==> config.mk <==
export PLATFORM = sky130hd
export DESIGN_NAME = pgpw_map
export DESIGN_NICKNAME = d
export VERILOG_FILES = /design/src/rtl/core/packed_grey_pixel_writer_core_assert.svh /design/src/rtl/core/pgpw_pkg.sv /design/src/rtl/core/pgpw_map.sv
export SDC_FILE = /design/constraint.sdc
export NUM_CORES = 1
export LEC_CHECK = 0
export ABC_AREA = 1
export BUFFER_PORTS_ARGS = -buffer_cell sky130_fd_sc_hd__buf_2
export CORE_MARGIN = 3
export CORE_UTILIZATION = 52
export DETAILED_ROUTE_END_ITERATION = 8
export GPL_ROUTABILITY_DRIVEN = 0
export GPL_TIMING_DRIVEN = 1
export PLACE_DENSITY = 0.93
export SLEW_MARGIN = 20
export SYNTH_ARGS = -nofsm -noshare
export SYNTH_HDL_FRONTEND = slang
export SYNTH_SLANG_ARGS = --single-unit
==> constraint.sdc <==
create_clock -name vclk -period 2.61
set_clock_uncertainty 0.1 [all_clocks]
set_input_delay 0.1305 -clock vclk [all_inputs]
set_output_delay 0.1305 -clock vclk [all_outputs]
set_load 0.02 [all_outputs]
==> src/rtl/core/packed_grey_pixel_writer_core_assert.svh <==
// ----------------------------------------------------------------------------
// Assertion macros for the packed grey pixel writer
// Clocked on clk, disabled while rst_n is low.
// ----------------------------------------------------------------------------
`ifndef PACKED_GREY_PIXEL_WRITER_CORE_ASSERT_SVH
`define PACKED_GREY_PIXEL_WRITER_CORE_ASSERT_SVH

// same-cycle implication
`define PGPW_ASSERT_IMP(label, ante, cons) \
    label: assert property (@(posedge clk) disable iff (!rst_n) (ante) |-> (cons)) \
        else $error("pgpw assertion failed");

// next-cycle implication
`define PGPW_ASSERT_NXT(label, ante, cons) \
    label: assert property (@(posedge clk) disable iff (!rst_n) (ante) |=> (cons)) \
        else $error("pgpw assertion failed");

`endif

==> src/rtl/core/pgpw_pkg.sv <==
// ----------------------------------------------------------------------------
// pgpw_pkg
// Shared widths, codes, defaults and types of the packed grey pixel writer.
// ----------------------------------------------------------------------------
package pgpw_pkg;

    localparam int OP_W       = 2;
    localparam int COORD_W    = 12;
    localparam int COLOUR_W   = 16;
    localparam int RAW_ADDR_W = 18;
    localparam int THRESH_W   = 9;
    localparam int BYTE_W     = 8;
    localparam int IDX_W      = 25;
    localparam int CFG_IDX_W  = 3;
    localparam int CFG_DATA_W = 16;
    localparam int S_TDATA_W  = 64;
    localparam int M_TDATA_W  = 16;

    localparam int DEF_PANEL_WIDTH  = 1024;
    localparam int DEF_PANEL_HEIGHT = 768;
    localparam int DEF_STORE_BYTES  = 196608;

    localparam logic [OP_W-1:0] OP_DRAW = 2'd0;
    localparam logic [OP_W-1:0] OP_FILL = 2'd1;
    localparam logic [OP_W-1:0] OP_READ = 2'd2;

    localparam logic [CFG_IDX_W-1:0] REG_ROTATION    = 3'd0;
    localparam logic [CFG_IDX_W-1:0] REG_THRESH_DARK = 3'd1;
    localparam logic [CFG_IDX_W-1:0] REG_THRESH_MID  = 3'd2;
    localparam logic [CFG_IDX_W-1:0] REG_THRESH_LGT  = 3'd3;
    localparam logic [CFG_IDX_W-1:0] REG_DARK_COLOUR = 3'd4;
    localparam logic [CFG_IDX_W-1:0] REG_LGT_COLOUR  = 3'd5;

    typedef struct packed {
        logic [1:0]          rotation;
        logic [THRESH_W-1:0] thresh_dark;
        logic [THRESH_W-1:0] thresh_mid;
        logic [THRESH_W-1:0] thresh_light;
        logic [COLOUR_W-1:0] dark_grey_colour;
        logic [COLOUR_W-1:0] light_grey_colour;
    } pgpw_cfg_t;

    localparam pgpw_cfg_t CFG_RESET = '{
        rotation:          2'd0,
        thresh_dark:       9'd192,
        thresh_mid:        9'd288,
        thresh_light:      9'd384,
        dark_grey_colour:  16'd31727,
        light_grey_colour: 16'd50712
    };

    typedef struct packed {
        logic       hit;
        logic [1:0] lane;
    } pgpw_loc_t;

endpackage

==> src/rtl/core/pgpw_map.sv <==
// ----------------------------------------------------------------------------
// pgpw_map
// Logical pixel to store byte: bounds check, rotation remap, byte address.
// ----------------------------------------------------------------------------
module pgpw_map
    import pgpw_pkg::*;
#(
    parameter int PANEL_WIDTH  = DEF_PANEL_WIDTH,
    parameter int PANEL_HEIGHT = DEF_PANEL_HEIGHT,
    parameter int STORE_BYTES  = DEF_STORE_BYTES,
    parameter int ADDR_W       = RAW_ADDR_W
)
(
    input  logic signed [COORD_W-1:0] pos_x,
    input  logic signed [COORD_W-1:0] pos_y,
    input  logic [1:0]                rotation,
    output pgpw_loc_t                 loc,
    output logic [ADDR_W-1:0]         addr
);

    localparam logic [COORD_W:0] WIDTH_C  = (COORD_W+1)'(PANEL_WIDTH);
    localparam logic [COORD_W:0] HEIGHT_C = (COORD_W+1)'(PANEL_HEIGHT);
    localparam logic [COORD_W:0] WM1      = (COORD_W+1)'(PANEL_WIDTH - 1);
    localparam logic [COORD_W:0] HM1      = (COORD_W+1)'(PANEL_HEIGHT - 1);

    logic [COORD_W:0]   x_ext;
    logic [COORD_W:0]   y_ext;
    logic [COORD_W:0]   lw;
    logic [COORD_W:0]   lh;
    logic               in_bounds;
    logic [COORD_W:0]   wm1_x;
    logic [COORD_W:0]   wm1_y;
    logic [COORD_W:0]   hm1_x;
    logic [COORD_W:0]   hm1_y;
    logic [COORD_W-1:0] px;
    logic [COORD_W-1:0] py;
    logic [IDX_W-1:0]   row_prod;
    logic [IDX_W-1:0]   idx;

    assign x_ext = {1'b0, pos_x};
    assign y_ext = {1'b0, pos_y};
    assign lw    = rotation[0] ? HEIGHT_C : WIDTH_C;
    assign lh    = rotation[0] ? WIDTH_C : HEIGHT_C;

    assign in_bounds = !pos_x[COORD_W-1] && !pos_y[COORD_W-1] && (x_ext < lw) && (y_ext < lh);

    assign wm1_x = WM1 - x_ext;
    assign wm1_y = WM1 - y_ext;
    assign hm1_x = HM1 - x_ext;
    assign hm1_y = HM1 - y_ext;

    always_comb
    begin
        unique case (rotation)
            2'd0:
            begin
                px = pos_x;
                py = pos_y;
            end
            2'd1:
            begin
                px = wm1_y[COORD_W-1:0];
                py = pos_x;
            end
            2'd2:
            begin
                px = wm1_x[COORD_W-1:0];
                py = hm1_y[COORD_W-1:0];
            end
            default:
            begin
                px = pos_y;
                py = hm1_x[COORD_W-1:0];
            end
        endcase
    end

    assign row_prod = IDX_W'(py) * IDX_W'(PANEL_WIDTH);
    assign idx      = IDX_W'(px[COORD_W-1:2]) + (row_prod >> 2);

    assign loc.hit  = in_bounds && (idx < IDX_W'(STORE_BYTES));
    assign loc.lane = px[1:0];
    assign addr     = idx[ADDR_W-1:0];

endmodule

[Word-level counts from Yosys, hierarchy flattened]
Cells that the tools add are included.
Operators by class
  add/subtract/negate cells: 5
  $lt $le $gt $ge: 3
  equal/unequal tests: 2
  multiplexer cells: 4
  reduce and logical (&&, ||, !) cells: 7
Operator list (count)
  12-bit case mux with 3 select lines: 2
  10-bit by 12-bit subtractor with 12-bit output, first input constant: 4
  12-bit by 11-bit less-than comparator with 1-bit output: 2
  11-bit two-way mux: 2
  10-bit by 20-bit adder with 21-bit output: 1
  21-bit by 18-bit less-than comparator with 1-bit output, second input constant: 1
  1-bit logical AND: 4
  2-bit by 1-bit equality test with 1-bit output, second input constant: 1
  2-bit equality test, second input constant: 1
  1-bit zero test: 2
  2-bit zero test: 1
Word-level totals
  register bits after elaboration: 0
  bits of input ports: 26
  output and inout bits: 21
  logic and storage cells: 21

[Depth between registers and ports, before layout]
Gate-level depths: netlist of run 1.
  word-level depth: 5
  depth in mapped cells: 15
  gate-level depth less buffers: 15

[Least setup slack after synthesis of run 1]
No wires, ideal clock.
  kind: in2out
  start: input rotation[1]
  end: output loc[2] in the netlist's numbering
  arrival: 2.114 ns
  data required time: 2.379 ns
  setup slack: 0.266 ns
  cell stages on the path: 13
  path buffers: 3
  cells stage by stage: buf_4 buf_4 buf_2 xor2_1 ha_1 fa_1 nand3_4 nor2_4 nand3_1 nand2_1 nand2_1 nor2_1 nor2_1
RTL lines
  from (decl): RTL line pgpw_map.sv:16  | input logic [1:0] rotation,
  to (decl): RTL line pgpw_map.sv:17  | output pgpw_loc_t loc,

==> impl_metrics.toml, run 1 <==
[setup_path]
critPathMaxStageDelay_ps = 300
cp_max_fo = 5
crit_top_cell = "nand2_1"
crit_chain = "buf_2 -> inv_2 -> nand2_1 -> a21oi_1 -> o21ai_0 -> a32oi_1 -> ha_1 -> a21oi_1 -> a21oi_2 -> nand2_1 -> o21ai_1 -> nand2_1 -> nor2_1 -> nor2_1 -> buf_2"
worstPathRequired_ps = 2380
end_kind = "output pin"
crit_type = "in2out"
crit_path_top_delay_cell = "a32oi_1"
crit_arrival_ps = 2080
start_kind = "input pin"

[logic_synthesis]
synth_compound_area_share_pct = 11.7
synthTopCellsByArea = "nand2_1 19%, xor2_1 12%, inv_1 9.8%"
yosysTopAreaCell = "nand2_1"
yosysWarningCount = 0
syn_area_sq_mm = 0.00115
yosys.area_share.adder_pct = 9.34
synth_top_family_by_area = "simple AND/OR/NAND/NOR gates"
yosys-mux-area-fraction_pct = 0
syn-num-nets = 241
synthXorXnorAreaFrac_pct = 14.4
syn_inst = 207
synthSimpleGateAreaFrac_pct = 48.5
avgSynthCellArea_sq_um = 5.57
ys_seq_area_share_pct = 0
yosysTopAreaCellShare_pct = 19.2
synth_cell_types = 25

[worst_hold_path]
holdPathEnd = "addr[7]"
min_from = "rotation[1]"
hold_depth = 4
hp-class = "in2out"

[clock_tree]
postCtsSetupBuffers = 0
ctsHoldBuffers = 0
ctsResizeCount = 0

[routing]
viasPerCell = 4.94
ant_nets = 0
drt-initial-drc-count = 24
num_vias = 1377
met2_length_microns = 1400
drt_wl_total_microns = 2820
m1WireLength_microns = 1240
firstDrtPassIters = 4
highest_layer = "met4"
wl_met3_microns = 163
wire_per_inst_microns = 10.1
drc = 0

[floorplan]
rows = 16
fp.dieArea_sq_mm = 0.00282
start_util_pct = 57.0
die_x_microns = 53.1
fp.dieH_microns = 53.1
boundaryPins = 47
core_area_sq_mm = 0.00202

[final_layout]
areaGrowthSynthToFinish_pct = 22.0
clkbuf_count = 0
antenna_cells = 0
design.seq.count = 0
fin_cells = 279
nets = 288
drive_gt1_share_pct = 30.6
regArea_sq_um = 0

[sta]
hold_viol = 0
fin_crit_sh_pct = 88.3
setup_ws_ps = 304
tightest_slew_ps = 334
setup_violations = 0
timing.setup.tns_ps = 0
period_minus_slack_ps = 2310
clock.fmax_mhz = 434
rsz0062_at_grt = "no"
slew_violations = 0
slew_headroom_pct = 77.7

[pwr]
p_leak_nw = 0.839
finalPower_mw = 0.353
power_density_mw_per_mm2 = 251
ir_drop_uv = 182

[global_routing]
grt.overflow.total = 0
grtUsageTotal_pct = 21.7
grt_pass1_vias = 1233
antenna_found_initial = 0
grt_first_pass_wirelength_microns = 4870
grt_max_degree = 20

[flow_run]
drv_cap = 0

[placed_design]
pre_cts_ws_ps = 280
io_buffers = 47
dp_hpwl_microns = 2400
dp.cells = 279

[outcome]
status = "finished clean"
## cell families after synthesis
kind of cell	Yosys count
AND/OR/NAND/NOR	114
buffers and inverters	41
adder cells (fa/ha/maj)	8
AO/OA/AOI/OAI	25
XOR/XNOR	19
## worst max path at each step
stage	from	end	slack, ps	depth (start not counted)
floorplan	rotation[1]	loc[2]	270	13
global placement	rotation[1]	loc[2]	350	15
detailed placement	rotation[1]	loc[2]	280	15
CTS	rotation[1]	loc[2]	280	15
global route	rotation[1]	loc[2]	50	15
finish	rotation[1]	loc[2]	300	15
## cell type report
cell class,instances,area (sq um)
Multi-Input combinational cell,166,968
Fill cell,201,616
Timing Repair Buffer,53,280
Inverter,33,124
Tap cell,27,33.8
## synthesized netlist by cell type, types with 3 or more instances
| master | n |
|---|---|
| nand2_4 | 3 |
| buf_2 | 3 |
| o21ai_0 | 15 |
| ha_1 | 7 |
| buf_4 | 3 |
| nand2_1 | 59 |
| xnor2_1 | 3 |
| inv_2 | 3 |
| inv_1 | 30 |
| xor2_1 | 16 |
| o21ai_1 | 4 |
| nand3_1 | 21 |
| nand2_2 | 11 |
| nor2_1 | 11 |
## worst max-delay path, delay by kind of cell
kind	cells	cell delay, ps
AOI/OAI and AO/OA	6	870
and+or+nand+nor	5	410
buffers and inverters	3	370
adders and majority gates	1	290
## layout by cell type, fill, tap and decap left out, drive strengths merged
cell type | synthesis | routed
fa | 1 | 1
xnor2 | 3 | 3
nor2 | 15 | 15
o22ai | 2 | 2
ha | 7 | 7
a32oi | 1 | 1
xor2 | 16 | 16
nand4 | 2 | 2
buf | 8 | 53
nor4 | 1 | 1
a21oi | 3 | 3
nand2 | 73 | 73
inv | 33 | 33
o21ai | 19 | 19
nand3 | 23 | 23
## stage by stage
step	hold WS (ps)	util, %	cell area, sq um
floorplan	430	-	1150
global placement	578	69.6	1410
detailed placement	586	69.6	1410
CTS	586	69.6	1410
global route	634	69.6	1410
finish	582	69.6	1410
## report_power, final
part	internal (mW)	total, mW	switching (mW)	leakage [nW]
clock	0	0	0	0
combinational	0.127	0.353	0.227	0.839
sequential	0	0	0	0
total	0.127	0.353	0.227	0.839
## per-layer routing
metal  global-route usage (%)  vias to the layer above
li1                         -                      740
met1                     27.3                      592
met2                     40.5                       43
met3                     1.13                        2
met4                     3.83                        0
met5                        0                        -
Note: power is estimated with default switching activity, not from simulation.
==> run 2, diff against run 1 <==
--- a/config.mk
+++ b/config.mk
@@ -5,10 +5,9 @@
 export SDC_FILE = /design/constraint.sdc
 export NUM_CORES = 1
 export LEC_CHECK = 0
-export ABC_AREA = 1
+export ABC_AREA = 0
 export BUFFER_PORTS_ARGS = -buffer_cell sky130_fd_sc_hd__buf_2
-export CORE_MARGIN = 3
-export CORE_UTILIZATION = 52
+export CORE_UTILIZATION = 50
 export DETAILED_ROUTE_END_ITERATION = 8
 export GPL_ROUTABILITY_DRIVEN = 0
 export GPL_TIMING_DRIVEN = 1
==> run 2 against run 1 <==
Core utilization rose by 7.7 points. Synthesized area shrank 12%. Final cell count shrank 24%. Sequential cell count unchanged. Critical path depth down 4. Total power is 9.9% higher. Synthesized cell count down 35%. Wire length is 3.7% lower. Critical path type unchanged. Largest cell class unchanged.
==> impl_metrics.toml, run 2 <==
[outcome]
status = "finished clean"

[sta]
fin_crit_sh_pct = 97.8
worst_hold_slack_ps = 577
hold_viol = 0
tightest_slew_ps = 310
setup_violations = 0
clock.fmax_mhz = 392
period_minus_slack_ps = 2550
slew_violations = 0
slew_headroom_pct = 79.2

[worst_hold_path]
hp-class = "in2out"
min_from = "pos_x[6]"
hold_depth = 4
holdPathEnd = "addr[4]"

[setup_path]
crit_arrival_ps = 2320
crit_type = "in2out"
start_kind = "input pin"
cp_max_fo = 5
worstPathRequired_ps = 2380
startpoint = "rotation[0]"
end_kind = "output pin"

[final_layout]
clkbuf_count = 0
final_common_cell = "buf_2"
areaGrowthSynthToFinish_pct = 38.1
postLayoutCoreUtil_pct = 77.3
regArea_sq_um = 0
design.seq.count = 0
layout_common_cells = "46 x buf_2, 22 x xnor2_1, 17 x nor2_1"
nets = 222
design_area_sq_mm = 0.00139
n_fill_cell = 134
antenna_cells = 0
drive_gt1_share_pct = 43.0

[floorplan]
rows = 15
start_util_pct = 56.0
core_area_sq_mm = 0.00180
die_x_microns = 46.9
fp.dieArea_sq_mm = 0.00220
fp.dieH_microns = 46.9
boundaryPins = 47

[logic_synthesis]
avgSynthCellArea_sq_um = 7.47
syn-num-nets = 169
ys_seq_area_share_pct = 0
yosysWarningCount = 0
yosysTopAreaCell = "xnor2_1"
synthTopCellsByArea = "xnor2_1 21%, mux2i_1 12%, ha_1 8.7%"
synth_cell_types = 37
syn_inst = 135
yosysMostFrequentCell = "xnor2_1"
synth_commonest_cells = "24 x xnor2_1, 18 x nor2_1, 14 x a21oi_1, 12 x mux2i_1, 9 x nand2_1"
syn_area_sq_mm = 0.00101
yosysTopAreaCellShare_pct = 20.8

[global_routing]
grt_pass1_vias = 1011
grt.overflow.total = 0
antenna_found_initial = 0
grt_max_degree = 16
grtUsageTotal_pct = 24.8
grt_first_pass_wirelength_microns = 4170

[routing]
drt_wl_total_microns = 2720
ant_nets = 0
num_vias = 1173
firstDrtPassIters = 4
drc = 0
viasPerCell = 5.56
wire_per_inst_microns = 12.9
drt-initial-drc-count = 19

[placed_design]
dp_hpwl_microns = 2080
place_area_sq_mm = 0.00133
io_buffers = 47

[pwr]
ir_drop_uv = 259
power_density_mw_per_mm2 = 279
finalPower_mw = 0.388
p_leak_nw = 0.614

[flow_run]
drv_cap = 0
[run 2: area by class of cell]
type	count	area (sq um)	area share, %
Tap cell	25	31.3	2.25
Inverter	2	8.76	0.629
Timing Repair Buffer	59	332	23.8
Multi-Input combinational cell	125	1020	73.3
[run 2: how the worst max path moves through the flow]
| stage | end | slack, ps | depth (start not counted) |
|---|---|---|---|
| global placement | loc[2] | 130 | 11 |
| detailed placement | loc[2] | 80 | 13 |
| floorplan | loc[2] | 20 | 11 |
| global route | loc[2] | -40 | 11 |
| finish | loc[2] | 60 | 11 |
| CTS | loc[2] | 80 | 13 |
[run 2: cell families (layout without fill, tap and decap cells)]
| family | count (synthesis) | count (layout) | synth area share [%] |
|---|---|---|---|
| mux | 16 | 16 | 18.6 |
| simple gates | 42 | 42 | 19.5 |
| buf+inv | 10 | 61 | 5.21 |
| fa+ha+maj | 8 | 8 | 10.7 |
| compound gates | 31 | 31 | 21.0 |
| xor+xnor | 28 | 28 | 25.1 |
[run 2: what timing repair did]
item                       in CTS  in global routing
setup buffers                   0                  2
hold buffers                    0                  0
gates resized for setup         0                 10
setup endpoints to repair       0                  1
[run 2: power by group]
part / internal, mW / switching (mW) / total (mW)
registers: 0 / 0 / 0
clock network: 0 / 0 / 0
logic: 0.162 / 0.226 / 0.388
total: 0.162 / 0.226 / 0.388
[run 2: layer usage]
| metal | global-route usage, % | part of all wire, % | up-vias |
|---|---|---|---|
| met5 | 0 | 0 | - |
| met3 | 0 | 2.9 | 0 |
| li1 | - | - | 581 |
| met4 | 2.29 | 0 | 0 |
| met1 | 33.6 | 43 | 558 |
| met2 | 45.8 | 54 | 34 |
[run 2: per-stage QoR]
| step | setup WS (ps) | TNS (ps) | cells |
|---|---|---|---|
| 3_3_place_gp | 133 | 0 | 208 |
| 2_1_floorplan | 24.4 | 0 | 135 |
| 3_5_place_dp | 82.7 | 0 | 208 |
| 5_1_grt | -36.4 | -36.4 | 211 |
| 4_1_cts | 82.4 | 0 | 208 |
| 6_report | 58.3 | 0 | 211 |
[run 2: worst max-delay path: stages]
cell and delay, ps:
buf_4 110, buf_6 120, mux2i_2 220, xnor2_1 160, ha_2 240, fa_2 270
nand3_4 90, a2111oi_4 320, mux2i_2 140, a2111oi_4 320, buf_4 190
